[config.mk]
export PLATFORM = sky130hd
export DESIGN_NAME = info_frame_deframer_flat
export DESIGN_NICKNAME = d
export VERILOG_FILES = /design/src/ifd_pkg.sv /design/src/ifd_ifs.sv /design/src/info_frame_deframer.sv /design/src/flat_wrapper.sv
export VERILOG_INCLUDE_DIRS = /design/src /design/src/src
export SDC_FILE = /design/constraint.sdc
export NUM_CORES = 1
export LEC_CHECK = 0
export BUFFER_PORTS_ARGS = -buffer_cell sky130_fd_sc_hd__buf_2
export CELL_PAD_IN_SITES_DETAIL_PLACEMENT = 1
export CELL_PAD_IN_SITES_GLOBAL_PLACEMENT = 1
export CORE_MARGIN = 3
export CORE_UTILIZATION = 48
export CTS_CLUSTER_SIZE = 10
export DETAILED_ROUTE_END_ITERATION = 10
export PLACE_DENSITY_LB_ADDON = 0.1
export SLEW_MARGIN = 10
export SYNTH_ARGS = -nofsm -noshare
export SYNTH_HDL_FRONTEND = slang
export SYNTH_SLANG_ARGS = --single-unit
export TNS_END_PERCENT = 1
[constraint.sdc]
create_clock -name clk -period 3.1 [get_ports clk]
set_clock_uncertainty 0.1 [all_clocks]
set_input_delay 0.62 -clock clk [delete_from_list [all_inputs] [get_ports clk]]
set_output_delay 0.62 -clock clk [all_outputs]
set_load 0.005 [all_outputs]
[src/info_frame_deframer_defines.svh]
// Assertion macros for the frame deframer.
`ifndef INFO_FRAME_DEFRAMER_DEFINES_SVH
`define INFO_FRAME_DEFRAMER_DEFINES_SVH

`ifndef SYNTHESIS

// Plain property, checked at every edge outside reset
`define IFD_ASSERT(label, ck, rstn, prop, msg) \
    label: assert property (@(posedge ck) disable iff (!rstn) (prop)) \
        else $error(msg);

// Same-cycle implication
`define IFD_ASSERT_IMPL(label, ck, rstn, ante, cons, msg) \
    label: assert property (@(posedge ck) disable iff (!rstn) (ante) |-> (cons)) \
        else $error(msg);

`else

`define IFD_ASSERT(label, ck, rstn, prop, msg)
`define IFD_ASSERT_IMPL(label, ck, rstn, ante, cons, msg)

`endif

`endif

[src/ifd_pkg.sv]
package ifd_pkg;

    localparam int unsigned ByteW = 8;
    localparam int unsigned LenW  = 11;
    localparam int unsigned CfgIdxW = 3;

    // Result kinds
    typedef enum logic [2:0] {
        KIND_PAYLOAD = 3'd0,
        KIND_GOOD    = 3'd1,
        KIND_CHKERR  = 3'd2,
        KIND_DUP     = 3'd3,
        KIND_ABORT   = 3'd4
    } kind_t;

    // Configuration register indexes
    localparam logic [CfgIdxW-1:0] CFG_FLAG       = 3'd0;
    localparam logic [CfgIdxW-1:0] CFG_ESCAPE     = 3'd1;
    localparam logic [CfgIdxW-1:0] CFG_FLAG_ESC   = 3'd2;
    localparam logic [CfgIdxW-1:0] CFG_ESCAPE_ESC = 3'd3;
    localparam logic [CfgIdxW-1:0] CFG_ADDRESS    = 3'd4;
    localparam logic [CfgIdxW-1:0] CFG_CTRL_SEQ0  = 3'd5;
    localparam logic [CfgIdxW-1:0] CFG_CTRL_SEQ1  = 3'd6;

    // Register reset values
    localparam logic [ByteW-1:0] FLAG_RST       = 8'd126;
    localparam logic [ByteW-1:0] ESCAPE_RST     = 8'd125;
    localparam logic [ByteW-1:0] FLAG_ESC_RST   = 8'd94;
    localparam logic [ByteW-1:0] ESCAPE_ESC_RST = 8'd93;
    localparam logic [ByteW-1:0] ADDRESS_RST    = 8'd3;
    localparam logic [ByteW-1:0] CTRL_SEQ0_RST  = 8'd0;
    localparam logic [ByteW-1:0] CTRL_SEQ1_RST  = 8'd64;

endpackage

[src/ifd_ifs.sv]
// Line byte channel
interface ifd_in_if;
    logic       valid;
    logic       ready;
    logic [7:0] rx_byte;

    modport source (output valid, output rx_byte, input ready);
    modport sink   (input valid, input rx_byte, output ready);
endinterface

// Deframer result channel
interface ifd_out_if import ifd_pkg::*; ();
    logic              valid;
    logic              ready;
    kind_t             kind;
    logic [ByteW-1:0]  payload_byte;
    logic [LenW-1:0]   frame_length;
    logic              seq_bit;
    logic              frame_end;

    modport source (output valid, output kind, output payload_byte, output frame_length,
                    output seq_bit, output frame_end, input ready);
    modport sink   (input valid, input kind, input payload_byte, input frame_length,
                    input seq_bit, input frame_end, output ready);
endinterface

[src/info_frame_deframer.sv]
// Channel   | Dir | Payload                                            | Handshake
// ----------+-----+----------------------------------------------------+------------
// rx        | in  | rx_byte                                            | valid/ready
// result    | out | kind, payload_byte, frame_length, seq_bit,         | valid/ready
//           |     | frame_end                                          |
// cfg       | in  | cfg_index, cfg_data                                | cfg_we only
//
// One line byte per cycle unless the stall below holds it: input register, then compare/XOR
// logic into the result register, which is loaded when the staged byte advances.
// rx.ready drops only when a byte in the input register makes a result and the result
// register is full and not being taken. Reset (rst_n low, async) returns to flag hunt,
// sequence bit zero, default delimiter/escape/address/control values.
`include "info_frame_deframer_defines.svh"

module info_frame_deframer
    import ifd_pkg::*;
#(
    parameter int unsigned MAX_PAYLOAD = 1024
) (
    input  logic               clk,
    input  logic               rst_n,
    ifd_in_if.sink             rx,
    ifd_out_if.source          result,
    input  logic               cfg_we,
    input  logic [CfgIdxW-1:0] cfg_index,
    input  logic [ByteW-1:0]   cfg_data
);

    localparam logic [LenW-1:0] LenCap =
        (MAX_PAYLOAD > 2047) ? 11'd2047 : LenW'(MAX_PAYLOAD);

    typedef enum logic [2:0] {
        ST_HUNT = 3'd0,
        ST_FLAG = 3'd1,
        ST_ADDR = 3'd2,
        ST_CTRL = 3'd3,
        ST_DATA = 3'd4,
        ST_ESC  = 3'd5
    } parse_state_t;

    // Configuration registers
    logic [ByteW-1:0] flag_reg, escape_reg, flag_esc_reg, escape_esc_reg;
    logic [ByteW-1:0] address_reg, ctrl0_reg, ctrl1_reg;

    // Input stage
    logic             stage_valid_reg, stage_valid_next;
    logic [ByteW-1:0] stage_byte_reg;

    // Parser state
    parse_state_t     state_reg, state_next;
    logic             exp_seq_reg, exp_seq_next;
    logic [ByteW-1:0] held_reg, held_next;
    logic             held_valid_reg, held_valid_next;
    logic [ByteW-1:0] check_reg, check_next;
    logic [LenW-1:0]  count_reg, count_next;

    // Result register
    logic             out_valid_reg, out_valid_next;
    kind_t            kind_reg, kind_next;
    logic [ByteW-1:0] pay_reg, pay_next;
    logic [LenW-1:0]  len_reg, len_next;
    logic             seq_reg, seq_next;
    logic             end_reg, end_next;

    // Step results for the staged byte
    logic             emit_c;
    kind_t            kind_c;
    logic [ByteW-1:0] pay_c;
    logic [LenW-1:0]  len_c;
    logic             seq_c;
    logic             take_c;
    logic [ByteW-1:0] take_byte_c;
    parse_state_t     state_c;
    logic             exp_seq_c;
    logic [ByteW-1:0] held_c;
    logic             held_valid_c;
    logic [ByteW-1:0] check_c;
    logic [LenW-1:0]  count_c;

    logic             advance;
    logic [ByteW-1:0] b;
    logic [ByteW-1:0] exp_ctrl, oth_ctrl;
    logic             good;

    assign b        = stage_byte_reg;
    assign exp_ctrl = exp_seq_reg ? ctrl1_reg : ctrl0_reg;
    assign oth_ctrl = exp_seq_reg ? ctrl0_reg : ctrl1_reg;
    assign good     = held_valid_reg && (check_reg == held_reg);

    // Parse step on the staged byte
    always_comb
    begin
        state_c      = state_reg;
        exp_seq_c    = exp_seq_reg;
        held_c       = held_reg;
        held_valid_c = held_valid_reg;
        check_c      = check_reg;
        count_c      = count_reg;
        emit_c       = 1'b0;
        kind_c       = KIND_PAYLOAD;
        pay_c        = '0;
        len_c        = '0;
        seq_c        = exp_seq_reg;
        take_c       = 1'b0;
        take_byte_c  = b;

        unique case (state_reg)
            ST_FLAG:
            begin
                if (b != flag_reg)
                begin
                    state_c = (b == address_reg) ? ST_ADDR : ST_HUNT;
                end
            end
            ST_ADDR:
            begin
                if (b == flag_reg)
                begin
                    state_c = ST_FLAG;
                end
                else if (b == exp_ctrl)
                begin
                    state_c = ST_CTRL;
                end
                else
                begin
                    state_c = ST_HUNT;
                    if (b == oth_ctrl)
                    begin
                        emit_c = 1'b1;
                        kind_c = KIND_DUP;
                        seq_c  = ~exp_seq_reg;
                    end
                end
            end
            ST_CTRL:
            begin
                if (b == flag_reg)
                begin
                    state_c = ST_FLAG;
                end
                else if (b == (address_reg ^ exp_ctrl))
                begin
                    state_c      = ST_DATA;
                    check_c      = b;
                    held_c       = '0;
                    held_valid_c = 1'b0;
                    count_c      = '0;
                end
                else
                begin
                    state_c = ST_HUNT;
                end
            end
            ST_DATA:
            begin
                if (b == flag_reg)
                begin
                    state_c = ST_HUNT;
                    emit_c  = 1'b1;
                    kind_c  = good ? KIND_GOOD : KIND_CHKERR;
                    len_c   = count_reg;
                    if (good)
                    begin
                        exp_seq_c = ~exp_seq_reg;
                    end
                end
                else if (b == escape_reg)
                begin
                    state_c = ST_ESC;
                end
                else
                begin
                    take_c = 1'b1;
                end
            end
            ST_ESC:
            begin
                if (b == flag_reg)
                begin
                    state_c = ST_HUNT;
                    emit_c  = 1'b1;
                    kind_c  = KIND_ABORT;
                    len_c   = count_reg;
                end
                else
                begin
                    state_c = ST_DATA;
                    if (b == flag_esc_reg)
                    begin
                        take_c      = 1'b1;
                        take_byte_c = flag_reg;
                    end
                    else if (b == escape_esc_reg)
                    begin
                        take_c      = 1'b1;
                        take_byte_c = escape_reg;
                    end
                end
            end
            default:
            begin
                state_c = (b == flag_reg) ? ST_FLAG : ST_HUNT;
            end
        endcase

        // One-byte delay: the older destuffed byte goes out as payload
        if (take_c)
        begin
            if (held_valid_reg)
            begin
                emit_c  = 1'b1;
                kind_c  = KIND_PAYLOAD;
                pay_c   = held_reg;
                check_c = check_reg ^ held_reg;
                if (count_reg < LenCap)
                begin
                    count_c = count_reg + 1'b1;
                end
            end
            held_c       = take_byte_c;
            held_valid_c = 1'b1;
        end
    end

    // Handshake: stall only when a result has nowhere to go
    assign advance  = stage_valid_reg && (!emit_c || !out_valid_reg || result.ready);
    assign rx.ready = !stage_valid_reg || advance;

    always_comb
    begin
        stage_valid_next = rx.ready ? rx.valid : stage_valid_reg;
        state_next       = advance ? state_c : state_reg;
        exp_seq_next     = advance ? exp_seq_c : exp_seq_reg;
        held_next        = advance ? held_c : held_reg;
        held_valid_next  = advance ? held_valid_c : held_valid_reg;
        check_next       = advance ? check_c : check_reg;
        count_next       = advance ? count_c : count_reg;

        if (advance && emit_c)
        begin
            out_valid_next = 1'b1;
            kind_next      = kind_c;
            pay_next       = pay_c;
            len_next       = len_c;
            seq_next       = seq_c;
            end_next       = (kind_c != KIND_PAYLOAD);
        end
        else
        begin
            out_valid_next = out_valid_reg && !result.ready;
            kind_next      = kind_reg;
            pay_next       = pay_reg;
            len_next       = len_reg;
            seq_next       = seq_reg;
            end_next       = end_reg;
        end
    end

    // State, configuration and result registers
    always_ff @(posedge clk or negedge rst_n)
    begin
        if (!rst_n)
        begin
            flag_reg        <= FLAG_RST;
            escape_reg      <= ESCAPE_RST;
            flag_esc_reg    <= FLAG_ESC_RST;
            escape_esc_reg  <= ESCAPE_ESC_RST;
            address_reg     <= ADDRESS_RST;
            ctrl0_reg       <= CTRL_SEQ0_RST;
            ctrl1_reg       <= CTRL_SEQ1_RST;
            stage_valid_reg <= 1'b0;
            stage_byte_reg  <= '0;
            state_reg       <= ST_HUNT;
            exp_seq_reg     <= 1'b0;
            held_reg        <= '0;
            held_valid_reg  <= 1'b0;
            check_reg       <= '0;
            count_reg       <= '0;
            out_valid_reg   <= 1'b0;
            kind_reg        <= KIND_PAYLOAD;
            pay_reg         <= '0;
            len_reg         <= '0;
            seq_reg         <= 1'b0;
            end_reg         <= 1'b0;
        end
        else
        begin
            if (cfg_we)
            begin
                unique case (cfg_index)
                    CFG_FLAG:       flag_reg       <= cfg_data;
                    CFG_ESCAPE:     escape_reg     <= cfg_data;
                    CFG_FLAG_ESC:   flag_esc_reg   <= cfg_data;
                    CFG_ESCAPE_ESC: escape_esc_reg <= cfg_data;
                    CFG_ADDRESS:    address_reg    <= cfg_data;
                    CFG_CTRL_SEQ0:  ctrl0_reg      <= cfg_data;
                    CFG_CTRL_SEQ1:  ctrl1_reg      <= cfg_data;
                    default:        ;
                endcase
            end
            if (rx.ready && rx.valid)
            begin
                stage_byte_reg <= rx.rx_byte;
            end
            stage_valid_reg <= stage_valid_next;
            state_reg       <= state_next;
            exp_seq_reg     <= exp_seq_next;
            held_reg        <= held_next;
            held_valid_reg  <= held_valid_next;
            check_reg       <= check_next;
            count_reg       <= count_next;
            out_valid_reg   <= out_valid_next;
            kind_reg        <= kind_next;
            pay_reg         <= pay_next;
            len_reg         <= len_next;
            seq_reg         <= seq_next;
            end_reg         <= end_next;
        end
    end

    assign result.valid        = out_valid_reg;
    assign result.kind         = kind_reg;
    assign result.payload_byte = pay_reg;
    assign result.frame_length = len_reg;
    assign result.seq_bit      = seq_reg;
    assign result.frame_end    = end_reg;

    // Checks
    `IFD_ASSERT_IMPL(a_end_matches_kind, clk, rst_n, out_valid_reg,
                     end_reg == (kind_reg != KIND_PAYLOAD), "frame_end disagrees with kind")
    `IFD_ASSERT(a_count_capped, clk, rst_n, count_reg <= LenCap, "byte count above cap")
    `IFD_ASSERT_IMPL(a_seq_toggle_on_good, clk, rst_n, exp_seq_reg != $past(exp_seq_reg),
                     $past(advance && emit_c && (kind_c == KIND_GOOD)),
                     "sequence bit toggled without good frame")
    `IFD_ASSERT_IMPL(a_stall_needs_result, clk, rst_n, !rx.ready,
                     stage_valid_reg && emit_c && out_valid_reg,
                     "input stalled with no pending result")

endmodule

[src/flat_wrapper.sv]
// flat-port wrapper written by rule: the top's interface ports become plain ports
module info_frame_deframer_flat import ifd_pkg::*;
#(
    parameter int unsigned MAX_PAYLOAD = 1024
)
  (clk, rst_n, cfg_we, cfg_index, cfg_data, rx_valid, rx_rx_byte, rx_ready, result_valid, result_kind, result_payload_byte, result_frame_length, result_seq_bit, result_frame_end, result_ready);
  ifd_in_if rx_i ();
  ifd_out_if result_i ();
  input  logic clk;
  input  logic rst_n;
  input  logic cfg_we;
  input  logic [CfgIdxW-1:0] cfg_index;
  input  logic [ByteW-1:0] cfg_data;
  input wire logic [$bits(rx_i.valid)-1:0] rx_valid;
  input wire logic [$bits(rx_i.rx_byte)-1:0] rx_rx_byte;
  output wire logic [$bits(rx_i.ready)-1:0] rx_ready;
  output wire logic [$bits(result_i.valid)-1:0] result_valid;
  output wire logic [$bits(result_i.kind)-1:0] result_kind;
  output wire logic [$bits(result_i.payload_byte)-1:0] result_payload_byte;
  output wire logic [$bits(result_i.frame_length)-1:0] result_frame_length;
  output wire logic [$bits(result_i.seq_bit)-1:0] result_seq_bit;
  output wire logic [$bits(result_i.frame_end)-1:0] result_frame_end;
  input wire logic [$bits(result_i.ready)-1:0] result_ready;
  assign rx_i.valid = rx_valid;
  assign rx_i.rx_byte = rx_rx_byte;
  assign rx_ready = rx_i.ready;
  assign result_valid = result_i.valid;
  assign result_kind = result_i.kind;
  assign result_payload_byte = result_i.payload_byte;
  assign result_frame_length = result_i.frame_length;
  assign result_seq_bit = result_i.seq_bit;
  assign result_frame_end = result_i.frame_end;
  assign result_i.ready = result_ready;
  info_frame_deframer #(.MAX_PAYLOAD(MAX_PAYLOAD)) u_core (.clk(clk), .rst_n(rst_n), .rx(rx_i), .result(result_i), .cfg_we(cfg_we), .cfg_index(cfg_index), .cfg_data(cfg_data));
endmodule
==> key figures <==
Clock network
  – Maximum clock path buffer count: 2
  – H-Tree Depth: 4
  – Clock slew at reported path FFs: around 0.060 ns
  – Num Clock Sinks: 122
  – Clock Latency Late Sink: about 0.43 ns
  – Num CTS Buffers: 17
  – Clk root buf: clkbuf_16
  – CTS tree: done

Die
  – Total Die Area: 0.01464 mm2
  – # rows: 41
  – Core Footprint: 0.01277 mm2
  – # IOs: 50
  – Die Y-Extent: 121.0 um
  – Die Wd: 121.0 um
  – Starting Density: 49.70%

Yosys
  – Seq cells post-synth: 122
  – Distinct cells, synth: 55
  – Asr flop ratio synth: 100.0%
  – Post-Synthesis Cells: 560
  – Syn_area_per_cell: 11.34 um2
  – Cell Area, Synth: 0.006349 mm2
  – Top FF cell, synth: dfrtp_1
  – Post-synth EDFFs: 0
  – Ys Warns: 0
  – Seq/Total Area, Yosys: 48.58%
  – Syn Nets: 585

STA
  – Setup TNS: -0.1722 ns
  – Final worst path period need: about 3.3 ns
  – Hold Violations, Final: 0
  – Slew Viols, Final: 0
  – Peak Freq: 305.6 MHz
  – Slew headroom: 44.33%
  – Hold WS: 0.05241 ns
  – Fin worst setup slack: -0.1722 ns
  – Final setup fails: 1
  – RSZ-0062 raised after global routing: yes
  – Fin crit share: 105.6%
  – Worst-Margin Slew: 0.8351 ns

Cells and area
  – End-of-flow core utilization: between 60 and 70%
  – Diodes inserted: 0
  – Layout fillers: 1357
  – Fin nets: 668
  – Share of post-route cells with drive strength above 1: 31.71%
  – Fin cells: 828
  – Synth-to-Final Area Change: 22.86%

Pwr
  – Pwr/cell area: 743.9 mW/mm2
  – Worst VDD drop: about 0.68 mV
  – Design Power: 5.803 mW
  – Static leakage: approximately 3.5 nW

Global route
  – Vias in the first global route: 5095
  – Total grt overflow: 0
  – Initial antenna violation count: 0
  – Total GRT Usage: between 20% and 30%
  – First-pass GRT wire length: between 20 and 30 mm
  – Largest net degree at the start of global routing: 65

Setup path
  – RR Endpoint: u_core.b[1]
  – R2R Setup Slk: 0.12 ns
  – CP Launch Type: register
  – Setup CP Type: register to primary output
  – Crit-path max FO: 5
  – Worst setup path endpoint: rx_ready
  – Worst Path Required: 2.38 ns
  – Launch point of the worst reg-to-reg path: u_core.exp_seq_reg
  – WP data arrival: 2.55 ns
  – Worst R2R Path Depth: 11
  – Crit path launch: u_core.exp_seq_reg
  – Worst setup EP type: primary output

Place
  – Inst Count DP: 787
  – Final GP Congestion: 0.8494
  – Estimated wirelength of the detail-placed design: 11.97 mm
  – Input/output buffers: roughly 50

Detailed routing
  – Vias: 4833
  – Residual DRC: 0
  – Via/cell ratio: 5.837
  – Drt pass-1 iters: 6
  – 1st-iter DRT viols: slightly above 200
  – WL final: 17.19 mm
  – Routed Antenna Nets: 0
  – DR WL/cell: roughly 21 um

Run
  – Maxcap violations: 0

Worst hold path
  – Hold WC Path Type: input pin to asynchronous set/reset pin

Run status
  – Failing checks: negative setup slack
  – Status: finished with violations
-- worst max-delay path: stages (launching register included) --
cell	delay, ns
dfrtp_2	0.44
clkbuf_16	0.18
mux2i_1	0.35
xnor2_1	0.16
nor4_1	0.07
nand2_1	0.12
nor4b_4	0.31
o21bai_2	0.12
or2_1	0.23
buf_2	0.13
-- layout by cell type (no fill, tap or decap), types with 10 or more instances in the layout --
cell type / synthesis / routed
nand2_1: 46 / 46
a31oi_1: 18 / 18
buf_4: 4 / 37
dfrtp_1: 97 / 92
o2bb2ai_1: 10 / 10
clkbuf_16: 0 / 19
xor2_1: 50 / 50
buf_2: 10 / 48
o22a_1: 11 / 11
mux2_1: 33 / 33
nand4_1: 10 / 10
mux2_2: 32 / 32
nor3_1: 10 / 10
xnor2_1: 23 / 23
mux2i_1: 19 / 14
dfstp_2: 25 / 25
nand3_1: 25 / 25
o21ai_0: 14 / 14
-- Yosys cell counts, types with 3 or more instances --
library cell   n  area [um2]
nand4_1       10       62.56
xnor2_1       23       201.4
a31oi_1       18       112.6
a21o_1         9       67.56
nor4_1         9       56.30
nand3_1       25       125.1
dfrtp_1       97        2427
nand2b_1       3       18.77
a21oi_1        8       40.04
o31ai_1        3       22.52
dfstp_2       25       656.9
o22a_1        11       96.34
mux2_2        32       360.4
nand2_1       46       172.7
mux2_1        33       371.6
inv_1          6       22.52
o21ai_0       14       70.07
buf_2         10       50.05
o22ai_1        9       56.30
nand4b_1       3       26.28
xor2_1        50       437.9
nor3_1        10       50.05
o2bb2ai_1     10       87.58
nor3b_1        4       30.03
a22o_1         8       70.07
and3_1         9       56.30
mux2i_1       19       190.2
o21ai_1        4       20.02
buf_4          4       30.03
nor2_1         7       26.28
clkbuf_1      12       45.04
-- power by group --
| part | switching (mW) | internal, mW |
|---|---|---|
| clock | 0.776 | 1.36 |
| sequential | 0.378 | 2.00 |
| combinational | 0.643 | 0.645 |
| total | 1.80 | 4.01 |
-- worst min path at each step --
stage                                     to  slack [ns]
6_report                 u_core.ctrl1_reg[4]        0.05
5_1_grt        u_core.result.frame_length[3]        0.08
4_1_cts                  u_core.state_reg[0]        0.05
3_5_place_dp   u_core.result.frame_length[4]        0.35
3_3_place_gp   u_core.result.frame_length[3]        0.35
2_1_floorplan          u_core.address_reg[2]        0.22
-- stage by stage --
stage | setup WS [ns] | area, um2
after floorplan | 0.1834 | 6349
after global placement | -0.008348 | 6988
after detailed placement | -0.04142 | 6988
after CTS | -0.1512 | 7721
after global routing | -0.3384 | 7800
final | -0.1722 | 7800
-- per-layer routing --
layer  vias to the layer above  GRT usage [%]  part of all wire, %
met4                         0          8.640                  1.5
met5                         -              0                    0
met2                        99          40.57                   49
met1                      2491          32.28                   46
met3                        20          5.268                  3.2
li1                       2223              -                    -
-- final cells by class --
| class | instances | area [um2] | area share, % |
|---|---|---|---|
| multi-input combinational | 402 | 3174 | 40.70 |
| sequential | 122 | 3090 | 39.62 |
| timing repair buffer | 91 | 648.1 | 8.309 |
| clock buffer | 17 | 425.4 | 5.454 |
| tap | 172 | 215.2 | 2.759 |
| clock inverter | 15 | 212.7 | 2.727 |
| inverter | 9 | 33.78 | 0.4331 |
-- logic make-up (layout without fill, tap and decap cells) --
group / Yosys count / count (layout) / share of synthesized area, %
buffers and inverters: 36 / 132 / 2.562
and+or+nand+nor: 139 / 139 / 12.34
DFF: 122 / 122 / 48.58
xor gates and xnor gates: 73 / 73 / 10.07
AOI/OAI and AO/OA: 105 / 105 / 11.73
adders and majority gates: 1 / 1 / 0.1971
muxes: 84 / 84 / 14.53
-- repair_timing --
item	CTS	global route
hold buffers	0	0
buffers inserted	6	1
pin swaps	3	4
endpoints found under the setup margin	9	1
gates resized for setup	12	5
gates cloned	0	2
No activity file was read; power rests on OpenSTA's default activity.
